===== src/rtl/lbse_pkg.sv =====
// Shared types, constants and breakpoint tables of the lead battery charge estimator.
`default_nettype none

package lbse_pkg;

  // Field and register widths
  localparam int unsigned SAMPLE_W      = 10;
  localparam int unsigned HELD_W        = 14;
  localparam int unsigned POINT_W       = 13;
  localparam int unsigned SOC_W         = 7;
  localparam int unsigned CELL_W        = 10;
  localparam int unsigned KIND_W        = 2;
  localparam int unsigned CFG_IDX_W     = 1;
  localparam int unsigned CFG_DATA_W    = 2;
  localparam int unsigned SEG_W         = 4;
  localparam int unsigned DEN_W         = 9;
  localparam int unsigned REM_W         = 12;
  localparam int unsigned QUO_W         = 4;
  localparam int unsigned MAGIC_W       = 17;
  localparam int unsigned PROD_W        = HELD_W + MAGIC_W;
  localparam int unsigned MAGIC_SHIFT   = 20;

  localparam int unsigned WINDOW_DEPTH_DEF = 10;

  // Register indexes
  localparam logic [CFG_IDX_W-1:0] REG_BATTERY_KIND = 1'b0;
  localparam logic [CFG_IDX_W-1:0] REG_CHARGE_SEL   = 1'b1;

  // Battery kinds
  localparam logic [KIND_W-1:0] KIND_A48      = 2'd0;
  localparam logic [KIND_W-1:0] KIND_B48      = 2'd1;
  localparam logic [KIND_W-1:0] KIND_A72      = 2'd2;
  localparam logic [KIND_W-1:0] KIND_UNLISTED = 2'd3;

  // Reciprocals scaled by 2^20, exact for every 14-bit dividend
  localparam logic [MAGIC_W-1:0] MAGIC_DIV13 = 17'd80660;
  localparam logic [MAGIC_W-1:0] MAGIC_DIV21 = 17'd49933;
  localparam logic [MAGIC_W-1:0] MAGIC_DIV22 = 17'd47663;

  localparam logic [SEG_W-1:0] STARTUP_POINT = 4'd9;
  localparam logic [SEG_W-1:0] LAST_POINT_10 = 4'd9;
  localparam logic [SEG_W-1:0] LAST_POINT_11 = 4'd10;
  localparam logic [SOC_W-1:0] SOC_FULL      = 7'd100;

  // Breakpoint tables in centivolts
  localparam logic [POINT_W-1:0] TBL_A48 [11] = '{
    13'd4400, 13'd4540, 13'd4632, 13'd4708, 13'd4767, 13'd4840,
    13'd4904, 13'd4960, 13'd5016, 13'd5068, 13'd5068};
  localparam logic [POINT_W-1:0] TBL_B48 [11] = '{
    13'd4351, 13'd4562, 13'd4643, 13'd4710, 13'd4760, 13'd4810,
    13'd4860, 13'd4909, 13'd4948, 13'd4976, 13'd4990};
  localparam logic [POINT_W-1:0] TBL_B48C [11] = '{
    13'd4562, 13'd4643, 13'd4884, 13'd4940, 13'd5192, 13'd5340,
    13'd5490, 13'd5550, 13'd5652, 13'd5780, 13'd5980};
  localparam logic [POINT_W-1:0] TBL_A72 [11] = '{
    13'd6600, 13'd6810, 13'd6948, 13'd7062, 13'd7164, 13'd7260,
    13'd7356, 13'd7440, 13'd7524, 13'd7602, 13'd7602};

  // Controller states
  typedef enum logic [2:0] {
    ST_IDLE,
    ST_SCAN,
    ST_HOLD,
    ST_SEEK,
    ST_DIV,
    ST_DONE
  } ctl_state_e;

  // Commands from controller to datapath
  typedef struct packed {
    logic load;
    logic scan;
    logic hold;
    logic seek;
    logic div;
    logic emit;
  } lbse_cmd_t;

  // Status from datapath to controller
  typedef struct packed {
    logic scan_last;
    logic seek_done;
    logic div_done;
  } lbse_sts_t;

  // Look up one breakpoint of the selected table
  function automatic logic [POINT_W-1:0] table_point(input logic [KIND_W-1:0] kind,
                                                     input logic sel,
                                                     input logic [SEG_W-1:0] idx);
    logic [POINT_W-1:0] pt;
    pt = '0;
    if (idx <= LAST_POINT_11) begin
      unique case (kind)
        KIND_B48: pt = sel ? TBL_B48C[idx] : TBL_B48[idx];
        KIND_A72: pt = TBL_A72[idx];
        default:  pt = TBL_A48[idx];
      endcase
    end
    return pt;
  endfunction

  // Index of the last breakpoint of the selected table
  function automatic logic [SEG_W-1:0] last_point(input logic [KIND_W-1:0] kind);
    return (kind == KIND_B48) ? LAST_POINT_11 : LAST_POINT_10;
  endfunction

endpackage

`default_nettype wire


===== src/rtl/lbse_ctrl.sv =====
// Sequencing state machine of the lead battery charge estimator.
`default_nettype none

module lbse_ctrl
  import lbse_pkg::*;
(
  input  wire logic      clk_i,
  input  wire logic      rst_ni,
  input  wire logic      in_valid_i,
  output logic           in_stall_o,
  output logic           out_valid_o,
  input  wire logic      out_stall_i,
  input  wire lbse_sts_t sts_i,
  output lbse_cmd_t      cmd_o
);

  ctl_state_e state_q, state_d;
  logic       out_valid_q, out_valid_d;
  logic       out_free;

  assign out_free = !out_valid_q || !out_stall_i;

  // Advance state
  always_ff @(posedge clk_i or negedge rst_ni) begin
    if (!rst_ni) begin
      state_q     <= ST_IDLE;
      out_valid_q <= 1'b0;
    end else begin
      state_q     <= state_d;
      out_valid_q <= out_valid_d;
    end
  end

  // Next state
  always_comb begin
    state_d = state_q;
    unique case (state_q)
      ST_IDLE: if (in_valid_i)      state_d = ST_SCAN;
      ST_SCAN: if (sts_i.scan_last) state_d = ST_HOLD;
      ST_HOLD:                      state_d = ST_SEEK;
      ST_SEEK: if (sts_i.seek_done) state_d = ST_DIV;
      ST_DIV:  if (sts_i.div_done)  state_d = ST_DONE;
      ST_DONE: if (out_free)        state_d = ST_IDLE;
      default:                      state_d = ST_IDLE;
    endcase
  end

  // Outputs and commands
  always_comb begin
    cmd_o       = '0;
    in_stall_o  = 1'b1;
    out_valid_d = out_valid_q && out_stall_i;
    unique case (state_q)
      ST_IDLE: begin
        in_stall_o = 1'b0;
        cmd_o.load = in_valid_i;
      end
      ST_SCAN: cmd_o.scan = 1'b1;
      ST_HOLD: cmd_o.hold = 1'b1;
      ST_SEEK: cmd_o.seek = 1'b1;
      ST_DIV:  cmd_o.div  = !sts_i.div_done;
      ST_DONE: begin
        cmd_o.emit = out_free;
        if (out_free) begin
          out_valid_d = 1'b1;
        end
      end
      default: cmd_o = '0;
    endcase
  end

  assign out_valid_o = out_valid_q;

endmodule

`default_nettype wire


===== src/rtl/lbse_datapath.sv =====
// Window, held voltage, table search, divider and output registers of the estimator.
`default_nettype none

module lbse_datapath
  import lbse_pkg::*;
#(
  parameter int unsigned WINDOW_DEPTH = WINDOW_DEPTH_DEF
) (
  input  wire logic                  clk_i,
  input  wire logic                  rst_ni,
  input  wire logic                  cfg_we_i,
  input  wire logic [CFG_IDX_W-1:0]  cfg_index_i,
  input  wire logic [CFG_DATA_W-1:0] cfg_data_i,
  input  wire logic [SAMPLE_W-1:0]   voltage_decivolts_i,
  input  wire logic                  startup_phase_i,
  input  wire logic                  vehicle_still_i,
  input  wire lbse_cmd_t             cmd_i,
  output lbse_sts_t                  sts_o,
  output logic [SOC_W-1:0]           soc_percent_o,
  output logic [HELD_W-1:0]          held_voltage_cv_o,
  output logic [CELL_W-1:0]          min_cell_cv_o,
  output logic [CELL_W-1:0]          max_cell_cv_o
);

  localparam int unsigned IDX_W = (WINDOW_DEPTH > 1) ? $clog2(WINDOW_DEPTH) : 1;
  localparam logic [IDX_W-1:0] IDX_LAST = IDX_W'(WINDOW_DEPTH - 1);

  // Configuration registers
  logic [KIND_W-1:0] kind_q;
  logic              sel_q;

  // Window and scan state
  logic [SAMPLE_W-1:0] win_q [WINDOW_DEPTH];
  logic [IDX_W-1:0]    wr_idx_q, scan_idx_q;
  logic [SAMPLE_W-1:0] wmax_q, scan_word;
  logic                startup_q, still_q;

  // Held voltage and estimate state
  logic [HELD_W-1:0]  held_q;
  logic [SEG_W-1:0]   seg_q;
  logic [SOC_W-1:0]   base_q;
  logic [REM_W-1:0]   rem_q;
  logic [DEN_W-1:0]   den_q;
  logic [QUO_W-1:0]   quo_q;
  logic [PROD_W-1:0]  prod_min_q, prod_max_q;
  logic [MAGIC_W-1:0] magic_min, magic_max;

  // Table search terms
  logic [POINT_W-1:0] pt_lo, pt_hi, pt_first, pt_last, pt_start, span;
  logic [HELD_W-1:0]  offset, held_scaled;
  logic [DEN_W-1:0]   off_narrow;
  logic               below, above, hit;

  assign scan_word = win_q[scan_idx_q];

  assign pt_lo    = table_point(kind_q, sel_q, seg_q);
  assign pt_hi    = table_point(kind_q, sel_q, seg_q + 4'd1);
  assign pt_first = table_point(kind_q, sel_q, '0);
  assign pt_last  = table_point(kind_q, sel_q, last_point(kind_q));
  assign pt_start = table_point(kind_q, sel_q, STARTUP_POINT);
  assign span     = pt_hi - pt_lo;
  assign offset   = held_q - HELD_W'(pt_lo);
  assign off_narrow  = offset[DEN_W-1:0];
  assign held_scaled = (HELD_W'(wmax_q) << 3) + (HELD_W'(wmax_q) << 1);

  assign below = held_q < HELD_W'(pt_first);
  assign above = held_q >= HELD_W'(pt_last);
  assign hit   = held_q < HELD_W'(pt_hi);

  assign sts_o.scan_last = scan_idx_q == IDX_LAST;
  assign sts_o.seek_done = below || above || hit;
  assign sts_o.div_done  = rem_q < REM_W'(den_q);

  // Pick reciprocals for the cell divisions
  assign magic_min = MAGIC_DIV22;
  assign magic_max = (kind_q == KIND_UNLISTED) ? MAGIC_DIV21 : MAGIC_DIV13;

  // Write configuration
  always_ff @(posedge clk_i or negedge rst_ni) begin
    if (!rst_ni) begin
      kind_q <= KIND_A48;
      sel_q  <= 1'b0;
    end else if (cfg_we_i) begin
      unique case (cfg_index_i)
        REG_BATTERY_KIND: kind_q <= cfg_data_i;
        REG_CHARGE_SEL:   sel_q  <= cfg_data_i[0];
        default:          kind_q <= kind_q;
      endcase
    end
  end

  // Store sample, update held voltage
  always_ff @(posedge clk_i or negedge rst_ni) begin
    if (!rst_ni) begin
      for (int i = 0; i < WINDOW_DEPTH; i++) begin
        win_q[i] <= '0;
      end
      wr_idx_q <= '0;
      held_q   <= '0;
    end else begin
      if (cmd_i.load) begin
        win_q[wr_idx_q] <= voltage_decivolts_i;
        wr_idx_q        <= (wr_idx_q == IDX_LAST) ? '0 : wr_idx_q + 1'b1;
      end
      if (cmd_i.hold) begin
        if (startup_q) begin
          held_q <= HELD_W'(pt_start);
        end else if (still_q) begin
          held_q <= held_scaled;
        end
      end
    end
  end

  // Scan registers
  always_ff @(posedge clk_i) begin
    if (cmd_i.load) begin
      scan_idx_q <= '0;
      wmax_q     <= '0;
      startup_q  <= startup_phase_i;
      still_q    <= vehicle_still_i;
    end else if (cmd_i.scan) begin
      scan_idx_q <= (scan_idx_q == IDX_LAST) ? '0 : scan_idx_q + 1'b1;
      if (scan_word > wmax_q) begin
        wmax_q <= scan_word;
      end
    end
  end

  // Walk segments, then divide by repeated subtraction
  always_ff @(posedge clk_i) begin
    if (cmd_i.hold) begin
      seg_q <= '0;
    end else if (cmd_i.seek) begin
      quo_q <= '0;
      priority if (below) begin
        base_q <= '0;
        rem_q  <= '0;
        den_q  <= DEN_W'(1);
      end else if (above) begin
        base_q <= SOC_FULL;
        rem_q  <= '0;
        den_q  <= DEN_W'(1);
      end else if (hit) begin
        base_q <= (SOC_W'(seg_q) << 3) + (SOC_W'(seg_q) << 1);
        rem_q  <= (REM_W'(off_narrow) << 3) + (REM_W'(off_narrow) << 1);
        den_q  <= span[DEN_W-1:0];
      end else begin
        seg_q <= seg_q + 1'b1;
      end
    end else if (cmd_i.div) begin
      rem_q <= rem_q - REM_W'(den_q);
      quo_q <= quo_q + 1'b1;
    end
  end

  // Multiply held voltage by the cell reciprocals
  always_ff @(posedge clk_i) begin
    prod_min_q <= PROD_W'(held_q) * PROD_W'(magic_min);
    prod_max_q <= PROD_W'(held_q) * PROD_W'(magic_max);
  end

  // Load output word
  always_ff @(posedge clk_i) begin
    if (cmd_i.emit) begin
      soc_percent_o     <= base_q + SOC_W'(quo_q);
      held_voltage_cv_o <= held_q;
      max_cell_cv_o     <= prod_max_q[MAGIC_SHIFT +: CELL_W];
      if (kind_q == KIND_UNLISTED) begin
        min_cell_cv_o <= prod_min_q[MAGIC_SHIFT +: CELL_W];
      end else begin
        min_cell_cv_o <= held_q[HELD_W-1:4];
      end
    end
  end

endmodule

`default_nettype wire


===== src/rtl/lead_battery_soc_estimator.sv =====
// Top level of the lead battery state-of-charge estimator.
// Usage: one pack-voltage word per second enters on in_valid_i / in_stall_o
// with voltage_decivolts_i, startup_phase_i and vehicle_still_i; it is taken
// at a clock edge with valid high and stall low. Each word yields exactly one
// result word on out_valid_o / out_stall_i: state of charge, held voltage and
// min/max cell voltage.
// An item passes through these steps in order: the window maximum is found
// by stepping one entry a cycle, the held voltage is updated, the breakpoint
// segment walk runs, and the repeated-subtraction divider yields the
// fractional tenth. The window is WINDOW_DEPTH deep, 10 by default.
// One item is in work at a time.
// The output register holds the last result while a new word is accepted;
// when the receiver stalls, the finished next result waits in the datapath
// registers until the output register frees; the input stalls meanwhile.
// Reset clears the sample window, write index, held voltage, configuration
// (48V type A resting table) and output valid. Configuration must be written
// via cfg_we_i/cfg_index_i/cfg_data_i while idle; the block does not check it.
`default_nettype none

module lead_battery_soc_estimator
  import lbse_pkg::*;
#(
  parameter int unsigned WINDOW_DEPTH = WINDOW_DEPTH_DEF
) (
  input  wire logic                  clk_i,
  input  wire logic                  rst_ni,
  input  wire logic                  cfg_we_i,
  input  wire logic [CFG_IDX_W-1:0]  cfg_index_i,
  input  wire logic [CFG_DATA_W-1:0] cfg_data_i,
  input  wire logic                  in_valid_i,
  output logic                       in_stall_o,
  input  wire logic [SAMPLE_W-1:0]   voltage_decivolts_i,
  input  wire logic                  startup_phase_i,
  input  wire logic                  vehicle_still_i,
  output logic                       out_valid_o,
  input  wire logic                  out_stall_i,
  output logic [SOC_W-1:0]           soc_percent_o,
  output logic [HELD_W-1:0]          held_voltage_cv_o,
  output logic [CELL_W-1:0]          min_cell_cv_o,
  output logic [CELL_W-1:0]          max_cell_cv_o
);

  lbse_cmd_t cmd;
  lbse_sts_t sts;

  lbse_ctrl u_ctrl (
    .clk_i       (clk_i),
    .rst_ni      (rst_ni),
    .in_valid_i  (in_valid_i),
    .in_stall_o  (in_stall_o),
    .out_valid_o (out_valid_o),
    .out_stall_i (out_stall_i),
    .sts_i       (sts),
    .cmd_o       (cmd)
  );

  lbse_datapath #(
    .WINDOW_DEPTH (WINDOW_DEPTH)
  ) u_datapath (
    .clk_i               (clk_i),
    .rst_ni              (rst_ni),
    .cfg_we_i            (cfg_we_i),
    .cfg_index_i         (cfg_index_i),
    .cfg_data_i          (cfg_data_i),
    .voltage_decivolts_i (voltage_decivolts_i),
    .startup_phase_i     (startup_phase_i),
    .vehicle_still_i     (vehicle_still_i),
    .cmd_i               (cmd),
    .sts_o               (sts),
    .soc_percent_o       (soc_percent_o),
    .held_voltage_cv_o   (held_voltage_cv_o),
    .min_cell_cv_o       (min_cell_cv_o),
    .max_cell_cv_o       (max_cell_cv_o)
  );

endmodule

`default_nettype wire

===== config.mk =====
export PLATFORM = sky130hd
export DESIGN_NAME = lead_battery_soc_estimator
export DESIGN_NICKNAME = d
export VERILOG_FILES = /design/src/rtl/lbse_pkg.sv /design/src/rtl/lbse_ctrl.sv /design/src/rtl/lbse_datapath.sv /design/src/rtl/lead_battery_soc_estimator.sv
export SDC_FILE = /design/constraint.sdc
export NUM_CORES = 1
export LEC_CHECK = 0
export BUFFER_PORTS_ARGS = -buffer_cell sky130_fd_sc_hd__clkbuf_2
export CAP_MARGIN = 25
export CORE_MARGIN = 5
export CORE_UTILIZATION = 70
export DETAILED_ROUTE_END_ITERATION = 6
export GPL_ROUTABILITY_DRIVEN = 0
export PLACE_DENSITY = 0.84
export SYNTH_ARGS = -nofsm -noshare
export SYNTH_HDL_FRONTEND = slang
export SYNTH_HIERARCHICAL = 1
export SYNTH_SLANG_ARGS = --single-unit

===== constraint.sdc =====
create_clock -name clk_i -period 11.35 [get_ports clk_i]
set_input_delay 1.7025 -clock clk_i [delete_from_list [all_inputs] [get_ports clk_i]]
set_output_delay 1.7025 -clock clk_i [all_outputs]
set_load 0.03 [all_outputs]

Yosys cells after proc, flatten, opt, wreduce, memory -nomap -nowiden
Memory sizes are Yosys's and may differ from the RTL's.
Cells that the tools add are included.
{ "classes": {"eq_ne": 16, "mux": 74, "bitwise_logic": 10, "magnitude_cmp": 14, "n_reduce_logical": 22, "add_sub_neg": 11, "n_mul": 2} }
{ "ops": {"columns": ["cell", "n"], "rows": [
  ["two-way mux 13 bit", 20],
  ["two-way mux 9 bit", 12],
  ["one-hot mux 13 bit (2 select lines)", 4],
  ["bitwise mux 100 bit", 1],
  ["two-way mux 12 bit", 5],
  ["binary-select mux 10 bit (select 4 bit)", 1],
  ["demux 10 bit (select 4 bit)", 1],
  ["two-way mux 10 bit", 4],
  ["multiplier 14 x 16 -> 30 bit (second input constant)", 1],
  ["multiplier 14 x 17 -> 30 bit", 1],
  ["less-than comparator 14 x 13 -> 1 bit", 2],
  ["two-way mux 14 bit", 2],
  ["greater-or-equal comparator 5 bit (second input constant)", 5],
  ["inverter 4 -> 5 bit", 5],
  ["one-hot mux 3 bit (6 select lines)", 1],
  ["one-hot mux 9 bit (2 select lines)", 1],
  ["subtractor 9 bit", 2],
  ["two-way mux 17 bit", 1],
  ["adder 4 x 1 -> 4 bit (second input constant)", 4],
  ["two-way mux 3 bit", 5],
  ["adder 13 x 11 -> 14 bit", 1],
  ["greater-or-equal comparator 14 x 13 -> 1 bit", 1],
  ["two-way mux 7 bit", 2],
  ["adder 12 x 10 -> 12 bit", 1],
  ["32 further kinds", 66]
]} }
{ "totals": {"word_cells": 193, "romBits": 2496, "inputBits": 20, "out_inout_bits": 43, "memories": 12, "regBits": 278} }
{ "memory_table": {"columns": ["memory", "words", "width", "rd", "rd_ports_with_merged_regs", "wr", "line", "rtl"], "rows": [
  ["(no name shown)", 16, 13, 1, 0, 0, "lbse_pkg.sv:96", "default: pt = TBL_A48[idx];"],
  ["(no name shown)", 16, 13, 1, 0, 0, "lbse_pkg.sv:94", "KIND_B48: pt = sel ? TBL_B48C[idx] : TBL_B48[idx];"],
  ["(no name shown)", 16, 13, 1, 0, 0, "lbse_pkg.sv:94", null],
  ["(no name shown)", 16, 13, 1, 0, 0, "lbse_pkg.sv:94", null],
  ["(no name shown)", 16, 13, 1, 0, 0, "lbse_pkg.sv:95", "KIND_A72: pt = TBL_A72[idx];"],
  ["(no name shown)", 16, 13, 1, 0, 0, "lbse_pkg.sv:94", null],
  ["+6 memories", null, null, null, null, null, null, null]
]} }

Longest topological paths before layout
Gate-level depths: netlist of run 1.
{ "logic_depth": {"depth_word": 14, "ltp_mapped": 25, "ltp_nobuf": 22} }

By module
The synthesis of run 1 kept the hierarchy.
{ "modules_own_cells": {"columns": ["mod", "cells_per_inst", "seq_area_each_um2", "instances", "area_per_inst_um2"], "rows": [
  ["lbse_datapath", 2126, 5955.7, 1, 21884.7],
  ["lbse_ctrl", 31, 100.1, 1, 264.0]
]} }

Worst setup path after synthesis of run 1
OpenSTA, ideal clock, no wires.
{ "synth_path": {"kind": "reg-to-reg", "startpoint": "register u_datapath.kind_q[0]", "endpoint": "register u_datapath.prod_max_q[29]", "setup_ns": 0.091, "stages_incl_launch_ff": 24, "synth_period_minus_slack_ns": 6.088, "setup_slack_ns": 5.262, "n_path_buf": 3, "required_time_ns": 11.259, "t_arrival_ns": 5.998, "path_cell_list": "dfrtp_1 ha_1 clkbuf_1 clkbuf_1 nand2b_1 inv_1 fa_1 inv_1 fa_1 inv_1 fa_1 fa_1 fa_1 ha_1 ha_1 and4_4 and3_1 a21oi_1 o21ai_1 o41a_1 a21o_1 buf_2 a21o_1 a311oi_1"} }
{ "synth_between": {"elab_chain_len": 3} }
{ "synth_lines": {"columns": ["item", "line", "rtl"], "rows": [
  ["from (decl)", "lbse_datapath.sv:29", "logic [KIND_W-1:0] kind_q;"],
  ["from (signal assigned)", "lbse_datapath.sv:85", "REG_BATTERY_KIND: kind_q <= cfg_data_i;"],
  ["from (signal assigned)", "lbse_datapath.sv:87", "default: kind_q <= kind_q;"],
  ["equality test 2 bit", "lbse_datapath.sv:76", "assign magic_max = (kind_q == KIND_UNLISTED) ? MAGIC_DIV21 : MAGIC_DIV13;"],
  ["two-way mux 17 bit", "lbse_datapath.sv:76", null],
  ["multiplier 14 x 17 -> 30 bit", "lbse_datapath.sv:160", "prod_max_q <= PROD_W'(held_q) * PROD_W'(magic_max);"],
  ["to (signal assigned)", "lbse_datapath.sv:160", null],
  ["to (decl)", "lbse_datapath.sv:45", "logic [PROD_W-1:0] prod_min_q, prod_max_q;"]
]} }
Every way passes these cells.
A chain may end at the register's enable or synchronous reset.

Final worst setup path of run 1
{ "layout_path": {"startpoint": "register u_datapath.kind_q[1]", "endpoint": "register u_datapath.prod_max_q[29]"} }
Same word-level chain as after synthesis.

==> results of run 1 <==
[metal layers]
metal / track usage, % / up-vias / wire (µm)
li1: - / 7455 / -
met5: 0 / - / 0
met3: 6.31 / 242 / 4590
met2: 51.0 / 809 / 25400
met4: 12.3 / 0 / 2600
met1: 40.1 / 8012 / 21200
[path summary, 6_finish.rpt]
| check | start | end | slack (ns) | cells after the start |
|---|---|---|---|---|
| setup / recovery | u_datapath/kind_q[1] | u_datapath/prod_max_q[29] | 4.94 | 23 |
| min in group asynchronous | rst_ni | u_datapath/win_q[37] | 1.13 | 1 |
| hold / removal | u_datapath/prod_max_q[22] | u_datapath/max_cell_cv_o[2] | 0.40 | 0 |
| setup reg to reg | u_datapath/kind_q[1] | u_datapath/prod_max_q[29] | 4.94 | 23 |
| max in group asynchronous | rst_ni | u_datapath/win_q[23] | 9.08 | 3 |
| hold reg to reg | u_datapath/prod_max_q[22] | u_datapath/max_cell_cv_o[2] | 0.40 | 0 |
[flip-flops by register name (all words and copies together), names as in the netlist, 3 cells and up]
name / cells
u_datapath/prod_max_q: 10
u_datapath/seg_q: 4
u_datapath/max_cell_cv_o: 10
u_datapath/held_voltage_cv_o: 13
u_datapath/held_q: 13
u_datapath/wr_idx_q: 4
u_datapath/base_q: 6
u_datapath/win_q: 100
u_datapath/soc_percent_o: 7
u_datapath/den_q: 9
u_datapath/quo_q: 4
u_ctrl/state_q: 3
u_datapath/rem_q: 12
u_datapath/prod_min_q: 10
u_datapath/wmax_q: 10
u_datapath/scan_idx_q: 4
u_datapath/min_cell_cv_o: 10
[per-stage QoR]
stage                     setup slack, ns  hold slack (ns)
final                                4.94            0.401
after global routing                 4.55            0.406
after CTS                            4.98            0.402
after detailed placement             5.05            0.389
after global placement               5.23            0.385
after floorplan                      5.26            0.386
[critical path, delay by kind of cell (launching register included)]
kind	cells	cell delay, ns
buf+inv	6	0.68
flops	1	0.39
compound gates	7	1.60
simple gates	2	0.44
fa+ha+maj	8	3.15
[placed cells by master, fill, tap and decap left out, types with 10 or more instances in the layout]
cell type  count
clkbuf_2      60
a211oi_1      18
o21ai_0       75
xor2_1        27
a31oi_1       12
a21oi_1       78
inv_1        333
and2_1        13
mux4_2        20
mux2i_1       32
clkbuf_16     27
nand3_1       32
and3_1        13
o22ai_1       19
nand2_1      141
nand2b_1      28
ha_1         333
dfxtp_1       37
a21o_1        41
dfrtp_1      124
nand4_1       10
xnor2_1       44
nor2b_1       30
buf_4         25
nor3_1        28
edfxtp_1      73
fa_1         167
mux2_2       105
nor2_1        94
[cell families (layout without fill, tap and decap cells)]
kind of cell / after synthesis / after routing / synth area share (%)
xor gates and xnor gates: 72 / 72 / 2.88
buffers and inverters: 418 / 471 / 7.30
and+or+nand+nor: 428 / 428 / 9.34
DFF: 235 / 235 / 27.3
other: 2 / 8 / 0.0339
adders and majority gates: 500 / 500 / 33.9
muxes: 158 / 158 / 8.89
AOI/OAI and AO/OA: 344 / 344 / 10.3
[cell type report]
| cell class | instances | area share, % |
|---|---|---|
| Clock buffer | 33 | 3.15 |
| Clock inverter | 15 | 0.616 |
| Inverter | 335 | 5.29 |
| Multi-Input combinational cell | 1510 | 61.1 |
| Sequential cell | 235 | 25.5 |
| Tap cell | 402 | 2.12 |
| Timing Repair Buffer | 88 | 2.26 |
==> impl_metrics.toml, run 1 <==
[logic_synthesis]
synth-warning-count = 6
synth_cell_types = 91
synth_area_leaders = "ha_1 (19%), fa_1 (15%), dfrtp_1 (14%)"
synth_commonest_cells = "ha_1 (333), inv_1 (333), fa_1 (167), nand2_1 (141), dfrtp_1 (124)"
synthFlopType = "dfrtp_1"
yosysSeqAreaShare_pct = 27.3
syn_area_um2 = 22100
yosysTopAreaCell = "ha_1"
avgSynthCellArea_um2 = 10.3
ys_ff_latch = 235
async_reset_ff_share_pct = 52.8
synth_edf_count = 73
syn_inst = 2157
netlist.area_leader.share_pct = 18.8

[floorplan]
core_um2 = 31400
die-height_um = 188
start_util_pct = 70.6
die-area_um2 = 35300
num_rows = 65
die_width_um = 188
pin_count = 63

[place]
dp_cells = 2567
place_area_um2 = 22800
dp_hpwl_um = 40100
place.port_buffers = 61

[timing]
rsz0062_at_grt = "no"
worstMarginPinSlew_ns = 1.10
slew_headroom_pct = 26.6
finalSetupViolations = 0
drv_slew = 0
period_needed_ns = 6.41
hold_viol_final = 0
setup_tns_ns = 0
finalClockSkew_ns = 0.0182
max_freq_ghz = 0.156
final.period_utilization_pct = 56.4

[global_route]
grt_overflow_total = 0
grt_start_max_net_pins = 84
grt_pass1_wl_um = 89000
antenna_found_initial = 0
track_usage_pct = 30.8
grt_pass1_vias = 17460

[layout]
utilization_pct = 75.7
regArea_um2 = 6060
syn2layout_area_growth_pct = 7.33
fill_cells = 2005
diodes = 0
nNetsFinal = 2716
fin_area_um2 = 23800
layout-drive-gt1-share_pct = 13.1
fin_cells = 2618
multi_input_area_um2 = 14500

[setup_path]
startpoint_type = "flop"
end_kind = "flop"
critPathMaxFanout = 38
critical_path.cell_chain = "ha_1 -> buf_4 -> nand2b_1 -> inv_1 -> fa_1 -> ha_1 -> inv_1 -> fa_1 -> inv_1 -> fa_1 -> inv_1 -> fa_1 -> inv_1 -> ha_1 -> ha_1 -> a41oi_1 -> nand3_1 -> a21oi_1 -> o21ai_1 -> o41a_1 -> a21o_1 -> a21o_1 -> a311oi_1"
worstPathArrival_ns = 6.87
slowest_delay_ns = 0.53
critical_path.most_common_cell = "inv_1"
crit_slowest_cell = "fa_1"
path_class = "flop to flop"
critical_path_required_ns = 11.82

[clocking]
cts_setup_buffers = 0
cts_max_level = 1
post_cts_resized = 0
clkLatencyLatePin_ns = 0.56
clock-sinks = 235
clock_path_buffers = 3
ctsHoldBuffers = 0
numCtsBuffers = 26
root_buffer = "clkbuf_16"
cts_tree = "done"
path_clk_slew_ns = 0.07

[flow_run]
drv_cap = 0

[route]
drt-total-wl_um = 53800
wl_per_cell_um = 20.5
route.detailed.vias_per_inst = 6.31
drc_errors = 17
drtIter0Drc = 1532
ant_nets = 0
dr.pass1.iters = 7
via_count = 16518

[outcome]
violations = "DRC"
outcome = "complete, but fails checks"

[min_path]
min_path_type = "flop to flop"
Power of run 1 is not shown: default switching activity piles up to over one toggle a cycle in this logic, so the estimate is an artifact.
==> run 2: changes to the inputs <==
--- a/config.mk
+++ b/config.mk
@@ -8,10 +8,10 @@
 export BUFFER_PORTS_ARGS = -buffer_cell sky130_fd_sc_hd__clkbuf_2
 export CAP_MARGIN = 25
 export CORE_MARGIN = 5
-export CORE_UTILIZATION = 70
+export CORE_UTILIZATION = 59
 export DETAILED_ROUTE_END_ITERATION = 6
 export GPL_ROUTABILITY_DRIVEN = 0
-export PLACE_DENSITY = 0.84
+export PLACE_DENSITY = 0.75
 export SYNTH_ARGS = -nofsm -noshare
 export SYNTH_HDL_FRONTEND = slang
 export SYNTH_HIERARCHICAL = 1
==> constraint.sdc (replaced) <==
create_clock -name clk_i -period 5.8 [get_ports clk_i]
set_input_delay 0.87 -clock clk_i [delete_from_list [all_inputs] [get_ports clk_i]]
set_output_delay 0.87 -clock clk_i [all_outputs]
set_load 0.03 [all_outputs]
==> run 2 against run 1 <==
Hold slack about the same. Register-to-register slack worse by 5.0 ns. Flip-flop and latch count is the same. Sequential share of layout area is 1.1 points lower. Final cell count increased by 7.5%. Setup slack got worse by 5.0 ns. The run ends with setup timing left.
==> impl_metrics.toml, run 2 (synthesis gave the netlist of run 1 again) <==
[floorplan]
die-area_um2 = 41500
die-height_um = 204
start_util_pct = 59.2
num_rows = 71
core_um2 = 37400
pin_count = 63
die_width_um = 204

[clocking]
numCtsBuffers = 26
cts_tree = "done"
root_buffer = "clkbuf_16"
path_clk_slew_ns = 0.06
ctsHoldBuffers = 0
clock_path_buffers = 3
cts_max_level = 1
clkLatencyLatePin_ns = 0.56
clock-sinks = 235

[route]
via_count = 16301
route.detailed.vias_per_inst = 5.79
dr.pass1.iters = 7
drtIter0Drc = 1136
drc_errors = 0
wl_per_cell_um = 19.3
drt-total-wl_um = 54200
ant_nets = 0

[setup_path]
slowest_delay_ns = 0.58
cp_top_family = "adder cells"
path_class = "flop to flop"
critical_path.cell_chain = "ha_4 -> buf_6 -> nand2b_4 -> fa_1 -> fa_2 -> fa_1 -> inv_2 -> fa_1 -> fa_2 -> ha_4 -> ha_4 -> and4_4 -> and3_4 -> a21oi_2 -> o21ai_2 -> o41a_1 -> a21o_4 -> a21o_1 -> a311oi_1"
crit_slowest_cell = "fa_1"
cp.buffers_inverters = 2
end_kind = "flop"
reg2reg_slack_ns = -0.05
critPathMaxFanout = 6
critical_path_required_ns = 6.25
startpoint_type = "flop"
worstPathArrival_ns = 6.30

[layout]
utilization_pct = 66.5
diodes = 0
fin_area_um2 = 24900
layout_commonest_cell = "inv_1"
nNetsFinal = 2803
regMostFlops = "u_datapath/win_q"
largest_reg_flops = 100
fill_cells = 2793
syn2layout_area_growth_pct = 12.3
top_regs = "u_datapath/win_q (100), u_datapath/held_q (13), u_datapath/held_voltage_cv_o (13)"
layout-drive-gt1-share_pct = 18.2
final_cell_mix = "inv_1 (328), ha_1 (318), fa_1 (161), nand2_1 (140), dfrtp_1 (122)"

[flow_run]
drv_cap = 0

[timing]
period_needed_ns = 5.85
whs_ns = 0.401
rsz0062_at_grt = "yes"
worst_slack_ns = -0.0496
slew_headroom_pct = 31.0
hold_viol_final = 0
drv_slew = 0
final.period_utilization_pct = 101
finalClockSkew_ns = 0.0131
worstMarginPinSlew_ns = 1.03
finalSetupViolations = 2
max_freq_ghz = 0.171

[global_route]
antenna_found_initial = 0
grt_overflow_total = 0
track_usage_pct = 26.1
grt_pass1_vias = 17119
grt_pass1_wl_um = 87600
grt_start_max_net_pins = 74

[place]
dp_hpwl_um = 41800
place_area_um2 = 23600
place.port_buffers = 61

[power_and_ir_drop]
power_density_nw_per_um2 = 638
ir_drop_uv = 472
p_leak_nw = 12.8
power_w = 0.0159

[min_path]
min_path_type = "flop to flop"

[outcome]
outcome = "complete, but fails checks"
violations = "setup timing"
[run 2: changes by cell type in the layout (fill, tap and decap cells not counted), moves of 3 or more]
cell / before / now
buf_4: 25 / 107
ha_1: 333 / 318
ha_4: 0 / 14
fa_1: 167 / 161
fa_2: 0 / 6
nand2b_1: 28 / 22
clkbuf_1: 1 / 6
inv_1: 333 / 328
nand2b_4: 0 / 5
a21oi_1: 78 / 74
a21oi_2: 2 / 6
inv_2: 1 / 5
buf_6: 2 / 5
clkinv_4: 3 / 0
[run 2: layout make-up]
cell class              instances  area [µm²]  area share, %
inverters                     335        1260           5.06
repair buffers                175        1230           4.93
flip-flops and latches        235        6060           24.4
clock buffers                  38         778           3.13
clock inverters                10        92.6          0.372
well taps                     511         639           2.57
multi-input cells            1510       14800           59.6
[run 2: timing repair]
| action | CTS | global route |
|---|---|---|
| gates resized for setup | 17 | 31 |
| endpoints found under the setup margin | 6 | 12 |
| buffers inserted | 11 | 3 |
| pin swaps | 14 | 33 |
[run 2: stage by stage]
step	setup TNS, ns	cells	setup WS [ns]
after floorplan	0	2163	0.00859
after detailed placement	-0.498	2752	-0.188
after global placement	-0.00223	2751	-0.00223
after CTS	-0.0152	2811	-0.0152
after global routing	-0.538	2814	-0.156
final	-0.0507	2814	-0.0496
[run 2: worst paths after layout]
check / endpoint / start / cells past startpoint
worst min-delay path: u_datapath/max_cell_cv_o[9] / u_datapath/prod_max_q[29] / 0
worst max register to register: u_datapath/prod_max_q[29] / u_datapath/kind_q[1] / 19
max in group asynchronous: u_datapath/held_q[12] / rst_ni / 2
worst min register to register: u_datapath/max_cell_cv_o[9] / u_datapath/prod_max_q[29] / 0
worst max-delay path: u_datapath/prod_max_q[29] / u_datapath/kind_q[1] / 19
min in group asynchronous: u_datapath/win_q[37] / rst_ni / 1
[run 2: layer usage]
layer | global-route usage, % | part of all wire, % | vias to the layer above | routed length, µm
li1 | - | - | 7626 | -
met1 | 35.4 | 42 | 7966 | 22900
met2 | 42.6 | 47 | 561 | 25500
met3 | 5.18 | 7.1 | 148 | 3850
met4 | 8.38 | 3.7 | 0 | 1990
met5 | 0 | 0 | - | 0
[run 2: power by group]
| part | leakage, nW | switching, W | total (W) | internal [W] |
|---|---|---|---|---|
| clock | 0.428 | 0.000679 | 0.00166 | 0.000978 |
| sequential | 2.64 | 0.000390 | 0.00265 | 0.00226 |
| combinational | 9.75 | 0.00638 | 0.0116 | 0.00520 |
| total | 12.8 | 0.00745 | 0.0159 | 0.00843 |
[run 2: worst register-to-register path, cell delays in order (launching register included)]
cell      delay [ns]
dfrtp_1         0.41
ha_4            0.21
buf_6           0.12
nand2b_4        0.14
fa_1            0.58
fa_2            0.46
fa_1            0.51
inv_2           0.04
fa_1            0.56
fa_2            0.49
ha_4            0.30
ha_4            0.19
and4_4          0.18
and3_4          0.18
a21oi_2         0.15
o21ai_2         0.09
o41a_1          0.42
a21o_4          0.24
a21o_1          0.18
a311oi_1        0.27
Power figures use the tool's default switching activity.
